[src/hw/rtl/huffman_bit_packing_encoder_unit_assert.svh]
// assertion macros for the encoder's packer module
// each expects aclk and aresetn in scope
`ifndef HUFFMAN_BIT_PACKING_ENCODER_UNIT_ASSERT_SVH
`define HUFFMAN_BIT_PACKING_ENCODER_UNIT_ASSERT_SVH

// same-cycle implication
`define HBPE_ASSERT_IMPL(lbl, ante, cons, msg) \
    lbl: assert property (@(posedge aclk) disable iff (!aresetn) (ante) |-> (cons)) \
        else $error(msg);

// next-cycle implication
`define HBPE_ASSERT_NEXT(lbl, ante, cons, msg) \
    lbl: assert property (@(posedge aclk) disable iff (!aresetn) (ante) |=> (cons)) \
        else $error(msg);

`endif

[src/hw/rtl/hbpe_pkg.sv]
`timescale 1ns / 1ps

package hbpe_pkg;

    localparam int SYMBOL_COUNT_DEF = 256;
    localparam int MAX_CODE_LEN_DEF = 32;

    localparam int SYM_FIELD_W = 8;
    localparam int LEN_W       = 6;
    localparam int CODE_W      = 32;
    localparam int BYTE_W      = 8;

    typedef enum logic [1:0] {
        REQ_LOAD     = 2'd0,
        REQ_ENCODE   = 2'd1,
        REQ_FLUSH    = 2'd2,
        REQ_RESERVED = 2'd3
    } req_t;

    // registered table read for the item in the work stage
    typedef struct packed {
        logic              hit;
        logic [LEN_W-1:0]  len;
        logic [CODE_W-1:0] bits;
    } lookup_t;

endpackage

[src/hw/rtl/hbpe_packer.sv]
`timescale 1ns / 1ps

`include "huffman_bit_packing_encoder_unit_assert.svh"

module hbpe_packer #(
    parameter int MAX_CODE_LEN = hbpe_pkg::MAX_CODE_LEN_DEF
) (
    input  logic                          aclk,
    input  logic                          aresetn,
    input  logic                          s_valid,
    output logic                          s_ready,
    input  logic [1:0]                    s_req_type,
    input  hbpe_pkg::lookup_t             lookup,
    output logic                          m_valid,
    input  logic                          m_ready,
    output logic [hbpe_pkg::BYTE_W-1:0]   m_out_byte,
    output logic                          m_is_last,
    output logic                          m_unknown_symbol
);

    localparam int ACC_W = MAX_CODE_LEN + 7;
    // wide enough for the bit count and for the two-word compare
    localparam int POS_W = $clog2(ACC_W + 9);

    // work stage
    logic                 st1_valid_reg, st1_valid_next;
    hbpe_pkg::req_t       st1_req_reg;

    // bits waiting for a full byte
    logic [6:0]           pend_bits_reg, pend_bits_next;
    logic [2:0]           pend_cnt_reg, pend_cnt_next;

    // output buffer: words leave from the top of acc, pos bits still unsent
    logic [ACC_W-1:0]     acc_reg, acc_next;
    logic [POS_W-1:0]     pos_reg, pos_next;
    logic                 unk_reg, unk_next;

    logic                 buf_free;
    logic                 st1_adv;
    logic                 accept;
    logic [ACC_W+hbpe_pkg::CODE_W-1:0] bits_wide;
    logic [ACC_W-1:0]     enc_acc;
    logic [POS_W-1:0]     enc_total;
    logic [6:0]           enc_mask;
    logic [3:0]           flush_sh;
    logic [7:0]           flush_byte;
    logic [ACC_W-1:0]     out_shift;
    logic [6:0]           pend_mask;

    assign buf_free = (pos_reg < POS_W'(8)) || (m_ready && (pos_reg < POS_W'(16)));
    assign st1_adv  = st1_valid_reg && buf_free;
    assign s_ready  = !st1_valid_reg || buf_free;
    assign accept   = s_valid && s_ready;

    assign bits_wide = {{ACC_W{1'b0}}, lookup.bits};
    assign enc_acc   = (ACC_W'(pend_bits_reg) << lookup.len) | bits_wide[ACC_W-1:0];
    assign enc_total = POS_W'(pend_cnt_reg) + POS_W'(lookup.len);
    assign enc_mask  = 7'((8'd1 << enc_total[2:0]) - 8'd1);
    assign flush_sh  = 4'd8 - 4'(pend_cnt_reg);
    assign flush_byte = 8'({1'b0, pend_bits_reg} << flush_sh);

    always_comb begin
        st1_valid_next = st1_valid_reg;
        if (accept) begin
            st1_valid_next = 1'b1;
        end else if (st1_adv) begin
            st1_valid_next = 1'b0;
        end
    end

    always_comb begin
        pend_bits_next = pend_bits_reg;
        pend_cnt_next  = pend_cnt_reg;
        acc_next       = acc_reg;
        pos_next       = pos_reg;
        unk_next       = unk_reg;
        if (st1_adv) begin
            acc_next = '0;
            pos_next = '0;
            unk_next = 1'b0;
            case (st1_req_reg)
                hbpe_pkg::REQ_ENCODE: begin
                    if (!lookup.hit) begin
                        pos_next = POS_W'(8);
                        unk_next = 1'b1;
                    end else begin
                        acc_next       = enc_acc;
                        pos_next       = enc_total;
                        pend_cnt_next  = enc_total[2:0];
                        pend_bits_next = enc_acc[6:0] & enc_mask;
                    end
                end
                hbpe_pkg::REQ_FLUSH: begin
                    if (pend_cnt_reg != 3'd0) begin
                        acc_next = ACC_W'(flush_byte);
                        pos_next = POS_W'(8);
                    end
                    pend_bits_next = '0;
                    pend_cnt_next  = '0;
                end
                default: begin
                end
            endcase
        end else if (m_valid && m_ready) begin
            pos_next = pos_reg - POS_W'(8);
        end
    end

    always_ff @(posedge aclk) begin
        if (!aresetn) begin
            st1_valid_reg <= 1'b0;
            pend_bits_reg <= '0;
            pend_cnt_reg  <= '0;
            pos_reg       <= '0;
        end else begin
            st1_valid_reg <= st1_valid_next;
            pend_bits_reg <= pend_bits_next;
            pend_cnt_reg  <= pend_cnt_next;
            pos_reg       <= pos_next;
        end
    end

    always_ff @(posedge aclk) begin
        if (accept) begin
            st1_req_reg <= hbpe_pkg::req_t'(s_req_type);
        end
        acc_reg <= acc_next;
        unk_reg <= unk_next;
    end

    assign out_shift        = acc_reg >> (pos_reg - POS_W'(8));
    assign m_valid          = pos_reg >= POS_W'(8);
    assign m_out_byte       = out_shift[7:0];
    assign m_is_last        = pos_reg < POS_W'(16);
    assign m_unknown_symbol = unk_reg;

    assign pend_mask = 7'((8'd1 << pend_cnt_reg) - 8'd1);

    `HBPE_ASSERT_IMPL(a_pend_clean, 1'b1, (pend_bits_reg & ~pend_mask) == 7'd0, "stale pending bits")
    `HBPE_ASSERT_IMPL(a_unk_word, m_valid && m_unknown_symbol, m_out_byte == 8'd0 && m_is_last, "bad error word")
    `HBPE_ASSERT_NEXT(a_more_words, m_valid && m_ready && !m_is_last, m_valid, "lost following word")
    `HBPE_ASSERT_NEXT(a_st1_hold, st1_valid_reg && !s_ready, st1_valid_reg && $stable(st1_req_reg), "work stage dropped")

endmodule

[config.mk]
export PLATFORM = sky130hd
export DESIGN_NAME = hbpe_packer
export DESIGN_NICKNAME = d
export VERILOG_FILES = /design/src/hw/rtl/hbpe_pkg.sv /design/src/hw/rtl/hbpe_packer.sv
export VERILOG_INCLUDE_DIRS = /design/src /design/src/hw/rtl
export SDC_FILE = /design/constraint.sdc
export NUM_CORES = 1
export LEC_CHECK = 0
export ABC_AREA = 1
export BUFFER_PORTS_ARGS = -buffer_cell sky130_fd_sc_hd__buf_2
export CAP_MARGIN = 40
export CELL_PAD_IN_SITES_DETAIL_PLACEMENT = 0
export CELL_PAD_IN_SITES_GLOBAL_PLACEMENT = 2
export CORE_ASPECT_RATIO = 1.5
export CORE_MARGIN = 5
export CORE_UTILIZATION = 29
export DETAILED_ROUTE_END_ITERATION = 7
export PLACE_DENSITY = 0.83
export SLEW_MARGIN = 20
export SYNTH_ARGS = -nofsm -noshare
export SYNTH_HDL_FRONTEND = slang
export SYNTH_SLANG_ARGS = --single-unit
[constraint.sdc]
create_clock -name aclk -period 2.4 [get_ports aclk]
set_input_delay 0.48 -clock aclk [delete_from_list [all_inputs] [get_ports aclk]]
set_output_delay 0.48 -clock aclk [all_outputs]
set_load 0.02 [all_outputs]
==> results of run 1 <==
[final timing paths]
| check | start | end | cells past startpoint |
|---|---|---|---|
| setup reg to reg | pend_cnt_reg[0] | pend_bits_reg[4] | 11 |
| setup / recovery | pos_reg[0] | m_out_byte[2] | 11 |
| hold reg to reg | st1_valid_reg | st1_valid_reg | 2 |
| hold / removal | s_req_type[0] | st1_req_reg[0] | 1 |
[final cells by class]
type | instances | area, um2
inverter | 82 | 323
timing repair buffer | 98 | 791
sequential | 59 | 1610
multi-input combinational | 656 | 3420
timing repair inverter | 2 | 25.0
clock buffer | 11 | 243
tap | 217 | 272
fill | 1999 | 11300
clock inverter | 5 | 28.8
[worst max-delay path: cells and delay by family, from the launching register on]
| family | cells | cell delay [ns] |
|---|---|---|
| AO/OA/AOI/OAI | 3 | 0.38 |
| buffers and inverters | 5 | 0.60 |
| flip-flops | 1 | 0.38 |
| AND/OR/NAND/NOR | 3 | 0.21 |
[metal layers]
layer	share of wire, %	up-vias
met5	0	-
met4	3.4	0
met3	2.8	37
met2	54	123
met1	40	2629
li1	-	2956
[through the flow]
stage | util, % | cells
after floorplan | - | 842
after global placement | 33.0 | 1098
after detailed placement | 33.0 | 1098
after CTS | 34.6 | 1114
after global routing | 37.2 | 1130
final | 37.2 | 1130
[cells by family after synthesis]
kind of cell    synth area share (%)
simple gates                    39.8
compound gates                  16.1
buf+inv                         9.92
flops                           30.0
fa+ha+maj                       2.72
mux                             1.13
xor+xnor                       0.305
[repair_timing]
item / 4_1_cts / 5_1_grt
pin swaps: 1 / 28
buffers inserted: 0 / 9
gates resized for setup: 6 / 89
endpoints found under the setup margin: 7 / 10
cloned: 0 / 7
[cells in the final DEF, fill, tap and decap left out, types with 12 or more instances in the layout]
master,count
sky130_fd_sc_hd__dfxtp_1,15
sky130_fd_sc_hd__nand3_2,13
sky130_fd_sc_hd__buf_4,30
sky130_fd_sc_hd__o21ai_2,17
sky130_fd_sc_hd__nand2_2,13
sky130_fd_sc_hd__nand3_1,130
sky130_fd_sc_hd__buf_2,49
sky130_fd_sc_hd__a21oi_1,49
sky130_fd_sc_hd__o211ai_1,17
sky130_fd_sc_hd__o21ai_0,25
sky130_fd_sc_hd__nand2_1,265
sky130_fd_sc_hd__inv_1,69
sky130_fd_sc_hd__edfxtp_1,42
sky130_fd_sc_hd__nor2_1,42
sky130_fd_sc_hd__clkbuf_16,12
[power by group]
| part | switching (W) | internal (W) |
|---|---|---|
| logic | 0.00176 | 0.00112 |
| registers | 0.000130 | 0.00130 |
| clock network | 0.000451 | 0.000720 |
| total | 0.00234 | 0.00314 |
==> metrics list, run 1 <==
- Ratio of final minimum period to clock period: 98.9%
* Number of flip-flops under the largest register name: 39
- Placed inst area: 5940 um2
* Area fraction of the dominant cell type after synthesis: 23.7%
* Post-CTS Hold Fix Bufs: 0
- Global routing used 17.8% of the available tracks across all layers.
- By count the netlist is led by 278 x sky130_fd_sc_hd__nand2_1, 143 x sky130_fd_sc_hd__nand3_1, 70 x sky130_fd_sc_hd__inv_1.
- Post-detailed-route count of antenna-violating nets: 0
- CP Launch Type: flip-flop
- 57 I/O pins were placed.
- Number of H-tree levels: 3
* Worst hold margin: 0.327 ns
- In the routed design, unresolved DRC markers number 0.
* Synthesized flop and latch total: 59
* Dominant cells by area after synthesis: sky130_fd_sc_hd__edfxtp_1 24%, sky130_fd_sc_hd__nand2_1 20%, sky130_fd_sc_hd__nand3_1 13%, sky130_fd_sc_hd__dfxtp_1 6.4%, sky130_fd_sc_hd__a21oi_1 5.0%
- The via count of the first global-routing pass was 5632.
- The floorplan step set the die height to 176 um.
- Grt peak-use layer: met2
- The total area inside the core boundary comes to 18000 um2.
* Number of standard cells after synthesis: 842
- Number of buffers inserted by port buffering: 56
- Setup violation total in the final timing report: 0
- At the worst endpoint, the arrival time is 1.89 ns.
- For this run, the detailed router's first-pass iteration total came to 6.
- Yosys mapped the design onto 44 distinct sky130hd cell types.
* Total standard cell area after synthesis: 5330 um2
- After synthesis, the mean cell area works out to 6.33 um2.
- Routed wire length per instance: 17.2 um
- Final slew viol count: 0
* Cell taking the most area after synthesis: sky130_fd_sc_hd__edfxtp_1
- The most used flip-flop cell after synthesis is sky130_fd_sc_hd__edfxtp_1.
* EDFF count, synth: 42
- Horizontal die dimension: 121 um
- STA puts the critical path data required time at 1.92 ns.
- Among the stages of the critical path, the cell type that occurs most often is sky130_fd_sc_hd__nand2_1.
- On the final layout, the worst clock skew is 0.00962 ns.
* Total grt overflow: 0
- The routed layout has 5745 vias.
- After the last flow step, the layout net total stands at 964.
- For flop-to-flop paths, the worst setup slack is 0.17 ns.
- Setup repair after global routing missed its margin: yes
* Sequence of cells on the critical path: buf_12 > buf_6 > clkinv_8 > nand2_1 > o21ai_2 > nand2_1 > o21ai_2 > buf_4 > a211o_1 > nand2_1 > buf_2
* Met3 Use GR: 2.02%
- Yosys printed 0 warnings.
* Root buffer cell: sky130_fd_sc_hd__clkbuf_16
- Type of element capturing the critical path: output pin
* Total negative slack: 0 ns
- The tool flagged a number of max-cap violations equal to 0.
- The initial antenna violation count is 0.
- Entering global routing, the biggest net connects 42 pins.
- CP peak stage delay: 0.38 ns
* Initial cell density of the core: 29.6%
- Sequential cell area fraction in the yosys report: 30.0%
- TritonCTS built the clock tree.
- Post-route total power: 0.00548 W
- The floorplan step defined a die boundary enclosing 21300 um2.
- Placement Setup Slack: -0.0605 ns
- Slowest CP cell: sky130_fd_sc_hd__dfxtp_4
- In this run the power density over the cells is 817 nW/um2.
* Total wirelength of the detailed-routed design: 19.5 mm
- Of all flip-flops after synthesis, the portion carrying an async set or reset was 0%.
- Worst skew pair latency: 0.33 ns
* Layout cells sized above 1: 22.2%
* Worst-Margin Slew: 0.651 ns
* Most frequent cell after synthesis: sky130_fd_sc_hd__nand2_1
- The setup path with the least slack is of type flip-flop to output pin.
* Worst-path maximum fanout: 13
- Counting I/O delays and the setup requirement, the final critical path takes 2.37 ns.
* First DRT Iteration DRCs: 296
- CTS sink cnt: 59
- The clock passes through at most 2 buffers.
- Final HPWL DP: 15.3 mm
- Routability-driven placement finished with a final weighted congestion of 0.893.
- For this run, the top clock speed supported by timing is 421 MHz.
- Clock-pin slew was measured on the worst setup and hold paths at 0.05 ns.
- Counting every net in the synthesized netlist gives 898.
* Static leakage power: 2.93 nW
- The worst path meets setup with 0.0258 ns of slack.
- Final Hold Violating Endpoints: 0
- The flow ran to the end, and the final reports show no timing, DRC or antenna violations.
- In the routed layout, each cell is associated on average with a via count of 5.08.
* Met1 demand-to-capacity share in global routing: 20.2%
- Global routing used 33.3% of the available met2 tracks.
- Measured against its own limit, the worst slew margin works out to 56.5%.
- # diodes: 0
- IR drop worst, VDD: 0.341 mV
- The floorplan has 60 rows.
- The path class of the tightest hold or removal check is primary input to flip-flop.
- The first global-routing pass estimated 29.6 mm of wire.
* Cell area after layout: 6710 um2
* Post-synthesis to final-layout area growth: 25.8%
- The number of clock buffers added by TritonCTS is 9.
Power figures use the tool's default switching activity.
==> run 2: changes to the inputs <==
- CORE_UTILIZATION: 29 -> 33
- GPL_ROUTABILITY_DRIVEN: default -> 1
- PLACE_DENSITY: 0.83 -> 0.89
- clock period: 2.4 -> 2.3 ns (I/O delays scaled with it)
==> run 2 against run 1 <==
The flow now finishes with violations (setup timing). Register-to-register slack got worse by 0.07 ns. Global-route usage increased by 2.6 points. Sequential share of layout area up 0.36 points. Combinational power grew 7%. Total power up 7.4%. First-iteration DRC count grew 25%. Flip-flop and latch count did not move. Setup slack got worse by 0.087 ns. Clock skew rose by 0.00099 ns. Utilization grew 4.0 points. Largest cell class unchanged.
==> metrics list, run 2 (same netlist as run 1, synthesis figures left out) <==
- Via count of the first global-routing pass: 5874
* Worst min-delay path class: primary input to flip-flop
- The count of final hold-check violations came to 0.
* Leading cell type in the layout, fill and taps excluded: sky130_fd_sc_hd__nand2_1
- Number of detailed-route iterations in the first pass: 4
* Type of the worst setup path: flip-flop to output pin
- The cell that appears most often on the critical path is sky130_fd_sc_hd__nand2_1.
- The number of pins exceeding their max-slew limit in the final report was 0.
* Static leakage power: 2.89 nW
* I/O pins: 57
- The critical path goes through buf_12 > clkbuf_16 > o211ai_1 > nand2_1 > o21ai_2 > nand2_1 > nand3_1 > nand2_1 > nand2_1 > buf_6.
- Worst skew pair latency: 0.33 ns
- The kind of cell with the highest combined delay along the critical path is simple AND/OR/NAND/NOR gates.
- TritonCTS clock tree: yes
- Failing checks: setup timing
* Number of antenna violations at the first check in global routing: 0
- Buffers inserted to repair hold after CTS numbered 0.
- Of all nets on the critical path, the largest fanout is 6.
* RePlAce Congestion: 0.967
- First DRT Iteration DRCs: 371
- The routed design could run at a clock period as short as 2.36 ns.
- Post-detailed-route count of antenna-violating nets: 0
- The number of placed instances, taps included, is 1093.
* Final worst clock skew: 0.0106 ns
* CP peak stage delay: 0.38 ns
- The wire-length estimate of the detail-placed layout is 15.0 mm.
- After clock tree synthesis, the clock-pin slew on the worst setup and hold paths is 0.06 ns.
- Ratio of final minimum period to clock period: 103%
- Global routing used 20.4% of the available tracks.
- At the worst endpoint, the required time is 1.84 ns.
* Status: finished, violations left
- From bottom edge to top edge, the die measures 166 um.
- The root buffer cell chosen for the clock tree is sky130_fd_sc_hd__clkbuf_16.
- Die area: 18900 um2
* Max-cap violation count: 0
- Power spread over the standard cell area amounts to 889 nW/um2.
- # diodes: 0
- Number of flip-flops under the largest register name: 39
- Type of element capturing the critical path: output pin
* Setup violation total in the final timing report: 8
- For this run, the top clock speed supported by timing is 423 MHz.
- Via count: 5736
* Relative max-transition margin: 54.0%
- Counting along the longest clock path gives a buffer depth of 2.
- Num CTS Buffers: 9
- Compared with the post-synthesis result, the final layout area differs by 24.1%.
- The initialized floorplan defines 57 standard-cell rows.
* Horizontal die dimension: 114 um
* Number of buffers inserted by port buffering: 56
- Layout cells sized above 1: 19.8%
* Routed wire length per instance: 17.0 um
- Total grt overflow: 0
- The core region is 16000 um2.
* Worst hold margin: 0.306 ns
* DRC errors left: 0
- Arrival time at the worst endpoint: 1.90 ns
- The number of buffers and inverters on the critical path is 3.
- Summed over all layers, the routed wires come to 19.0 mm.
- Maximum number of pins on one net before global-route repair: 42
- The first global-routing pass estimated 30.4 mm of wire.
- After the last flow step, the layout net total stands at 962.
- Setup repair after global routing could not meet its margin everywhere.
- Most frequent cells in the layout: 272 x sky130_fd_sc_hd__nand2_1, 136 x sky130_fd_sc_hd__nand3_1, 68 x sky130_fd_sc_hd__inv_1, 50 x sky130_fd_sc_hd__a21oi_1, 48 x sky130_fd_sc_hd__buf_2
- CTS built an H-tree with a depth of 3.
* Post-DR vias/cell: 5.14
- Worst-Margin Slew: 0.690 ns
- IR drop worst, VDD: 0.626 mV
- Initial cell density of the core: 33.2%
- Worst-case setup margin in the final layout: -0.0615 ns
* Final Core Density: 41.2%
* Final Instance Count excl. Fillers: 1117
* Slowest CP cell: sky130_fd_sc_hd__dfxtp_4
- CTS sink cnt: 59
* CP Launch Type: flip-flop
run 2: cell type report:
class,instances,area [um2]
fillers,1798,9430
multi-input cells,656,3360
flip-flops and latches,59,1610
repair buffers,98,783
inverters,82,318
well taps,206,258
clock buffers,11,243
clock inverters,5,51.3
run 2: path summary, 6_finish.rpt:
path | slack [ns] | start | to | depth (start not counted)
worst min-delay path | 0.31 | s_req_type[0] | st1_req_reg[0] | 1
worst max-delay path | -0.06 | pos_reg[0] | m_out_byte[5] | 10
worst min register to register | 0.50 | st1_valid_reg | st1_valid_reg | 2
worst max register to register | 0.10 | pend_cnt_reg[0] | pend_bits_reg[6] | 12
run 2: per-layer routing:
layer	track usage, %	vias up	wire (um)
met3	2.45	59	530
met4	10.4	0	927
met1	22.1	2597	7170
li1	-	2953	-
met2	37.8	127	10300
met5	0	-	0
run 2: worst reg2reg max path: cells and delay by family, from the launching register on:
family / cells / cell delay (ns)
AOI/OAI and AO/OA: 3 / 0.35
and+or+nand+nor: 4 / 0.40
DFF: 1 / 0.33
buffers and inverters: 2 / 0.12
adders and majority gates: 3 / 0.94
run 2: report_power, final:
part / total [W] / internal [W] / switching, W
registers: 0.00148 / 0.00136 / 0.000125
clock network: 0.00133 / 0.000862 / 0.000472
logic: 0.00307 / 0.00121 / 0.00186
total: 0.00588 / 0.00343 / 0.00246
run 2: timing repair:
action / in CTS / in global routing
setup buffers: 3 / 1
resized for setup: 49 / 15
gates cloned: 3 / 1
setup endpoints to repair: 8 / 11
pin swaps: 17 / 9
run 2: metrics by stage:
step           setup TNS, ns  cell area [um2]  power, W  worst slack, ns
2_1_floorplan              0             5340   0.00320           0.0140
3_3_place_gp          -0.248             5970   0.00415           -0.130
3_5_place_dp          -0.398             5970   0.00415           -0.171
4_1_cts               -0.257             6530   0.00583          -0.0534
5_1_grt                -1.18             6620   0.00628           -0.180
6_report              -0.223             6620   0.00588          -0.0615
==> run 3: changes to the inputs <==
- SKIP_CTS_REPAIR_TIMING: default -> 1
==> run 3 against run 2 <==
The flow still finishes with violations (setup timing). Sequential power about the same. Via count down 0.71%. Count of clock-buffer cells in the layout unchanged. Non-clock buffer count decreased by 5. Critical path depth fell by 2.
==> metrics list, run 3 (same netlist as run 1, synthesis figures left out) <==
* IR drop worst, VDD: 0.471 mV
- Site row count: 57
- STA classifies the critical path endpoint as an output pin.
- # diodes: 0
- Number of detailed-route iterations in the first pass: 4
* Sequence of cells on the critical path: buf_12 > nand2_1 > o21ai_0 > mux2i_1 > nand2_1 > a31oi_2 > a21oi_1 > buf_4
* Worst skew pair latency: 0.33 ns
- For the final database, setup skew stands at 0.00943 ns.
- Layout cells sized above 1: 18.0%
- Worst-path maximum fanout: 22
- Die area: 18900 um2
* Max-cap violation count: 0
* Most frequent cells in the layout: 275 x sky130_fd_sc_hd__nand2_1, 140 x sky130_fd_sc_hd__nand3_1, 69 x sky130_fd_sc_hd__inv_1, 54 x sky130_fd_sc_hd__buf_2, 51 x sky130_fd_sc_hd__a21oi_1
- The initial antenna violation count was 0.
- Number of buffer and inverter instances along the worst setup path: 2
- Ratio of final minimum period to clock period: 103%
- DRC errors left: 0
- The count of nets left with antenna violations once routing finished came out at 0.
* Failing checks: setup timing
* Root buffer cell: sky130_fd_sc_hd__clkbuf_16
- The die is 114 um wide.
- Final slew viol count: 0
- TritonCTS built the clock tree.
- Clock period minus final worst setup slack: 2.38 ns
* Worst min-delay path class: primary input to flip-flop
- For this configuration, the core starts out at a cell density of 33.2%.
- Among all stages on the critical path, the largest delay is contributed by sky130_fd_sc_hd__dfxtp_4.
- Wires add up to 18.5 mm.
* Total grt overflow: 0
- Number of H-tree levels: 3
- In this run, CTS created clock tree buffers numbering 9.
- Static leakage power: 2.82 nW
* Via count of the first global-routing pass: 5764
- Number of placed cells counting well taps: 1093
- Setup violations remaining at the end of the flow were counted as 4.
- In the post-route analysis, the smallest setup slack over all paths is -0.0764 ns.
- Via count: 5695
* Die height: 166 um
- The finished layout holds 1112 standard cells, fillers aside.
* Leading cell type in the layout, fill and taps excluded: sky130_fd_sc_hd__nand2_1
- CTS sink cnt: 59
- Maximum clock insertion buffer count: 2
- The flow ran to the end, but the final reports show violations.
- Final HPWL DP: 15.0 mm
- In the routed layout, each cell is associated on average with a via count of 5.12.
- The worst setup path is launched from a flip-flop.
* Setup repair after global routing missed its margin: yes
- Power comes to 0.00567 W.
- The register with the most flip-flops in the layout has 39 of them.
- Number of buffers inserted by port buffering: 56
- Worst-Margin Slew: 0.678 ns
* Top cell family by delay on the critical path: compound AO/OA/AOI/OAI gates
* First DRT Iteration DRCs: 309
- CP peak stage delay: 0.39 ns
- Across every metal layer, demand over resource in global routing totals 19.7%.
* Pwr per Cell Area: 882 nW/um2
- Arrival time at the worst endpoint: 1.92 ns
- Post-synthesis to final-layout area growth: 20.5%
- Routed wire length per instance: 16.7 um
- Worst path required time: 1.84 ns
- Among the stages of the critical path, the cell type that occurs most often is sky130_fd_sc_hd__nand2_1.
* Maximum number of pins on one net before global-route repair: 44
- Type of the worst setup path: flip-flop to output pin
- The count of final hold-check violations is 0.
* Number of nets in the layout: 957
* Core Region: 16000 um2
* Achievable Freq: 421 MHz
- The congestion estimate from routability-driven global placement came to 0.967.
- Global-route wire length before repair: 29.6 mm
- For this design the top-level I/O count stands at 57.
* Relative max-transition margin: 54.8%
- Fill cells in the final layout number 1813.
* Clock slew at the register clock pins of the worst setup and hold paths: 0.06 ns
[run 3: cell count changes in the layout (fill, tap and decap cells not counted), moves of 3 or more]
| cell | delta |
|---|---|
| sky130_fd_sc_hd__nand3_1 | +4 |
| sky130_fd_sc_hd__nand2_2 | -3 |
| sky130_fd_sc_hd__nand3_2 | -4 |
| sky130_fd_sc_hd__buf_2 | +6 |
| sky130_fd_sc_hd__buf_6 | -6 |
| sky130_fd_sc_hd__nand2_1 | +3 |
[run 3: worst register-to-register path, cell delays in order, from the launching register on]
cell	delay, ns
sky130_fd_sc_hd__dfxtp_2	0.33
sky130_fd_sc_hd__ha_2	0.17
sky130_fd_sc_hd__inv_1	0.06
sky130_fd_sc_hd__fa_2	0.58
sky130_fd_sc_hd__inv_2	0.06
sky130_fd_sc_hd__nor2_4	0.10
sky130_fd_sc_hd__nand2_2	0.09
sky130_fd_sc_hd__ha_4	0.19
sky130_fd_sc_hd__a21oi_2	0.14
sky130_fd_sc_hd__o21ai_0	0.10
sky130_fd_sc_hd__nor3_1	0.15
sky130_fd_sc_hd__nand2_1	0.07
sky130_fd_sc_hd__a21oi_1	0.11
[run 3: cell type report]
class | instances | area [um2] | area share, %
Clock buffer | 11 | 243 | 3.78
Clock inverter | 5 | 51.3 | 0.798
Multi-Input combinational cell | 656 | 3310 | 51.6
Sequential cell | 59 | 1610 | 25.0
Tap cell | 206 | 258 | 4.01
Inverter | 82 | 320 | 4.98
Timing Repair Buffer | 93 | 631 | 9.81
[run 3: through the flow]
step | worst slack [ns] | utilization (%) | hold WS [ns] | area, um2 | setup TNS (ns)
2_1_floorplan | 0.0140 | - | 0.460 | 5340 | 0
3_3_place_gp | -0.130 | 37.2 | 0.493 | 5970 | -0.248
3_5_place_dp | -0.171 | 37.2 | 0.496 | 5970 | -0.398
4_1_cts | -0.206 | 39.0 | 0.302 | 6260 | -1.33
5_1_grt | -0.149 | 40.0 | 0.298 | 6430 | -1.06
6_report | -0.0764 | 40.0 | 0.307 | 6430 | -0.118
[run 3: path summary, 6_finish.rpt]
path	slack (ns)	depth (start not counted)	start	end
min	0.31	1	s_req_type[0]	st1_req_reg[0]
min reg2reg	0.50	2	st1_valid_reg	st1_valid_reg
max	-0.08	8	pos_reg[0]	m_out_byte[7]
max reg2reg	0.10	12	pend_cnt_reg[0]	pend_bits_reg[6]
[run 3: routing by layer]
metal / vias to the layer above / routed length (um) / track usage (%)
li1: 2943 / - / -
met1: 2573 / 7160 / 21.7
met2: 119 / 9920 / 36.0
met3: 60 / 455 / 2.48
met4: 0 / 995 / 11.0
met5: - / 0 / 0
[run 3: where the power goes]
| part | internal (W) | switching [W] |
|---|---|---|
| clock network | 0.000862 | 0.000469 |
| logic | 0.00105 | 0.00180 |
| registers | 0.00136 | 0.000128 |
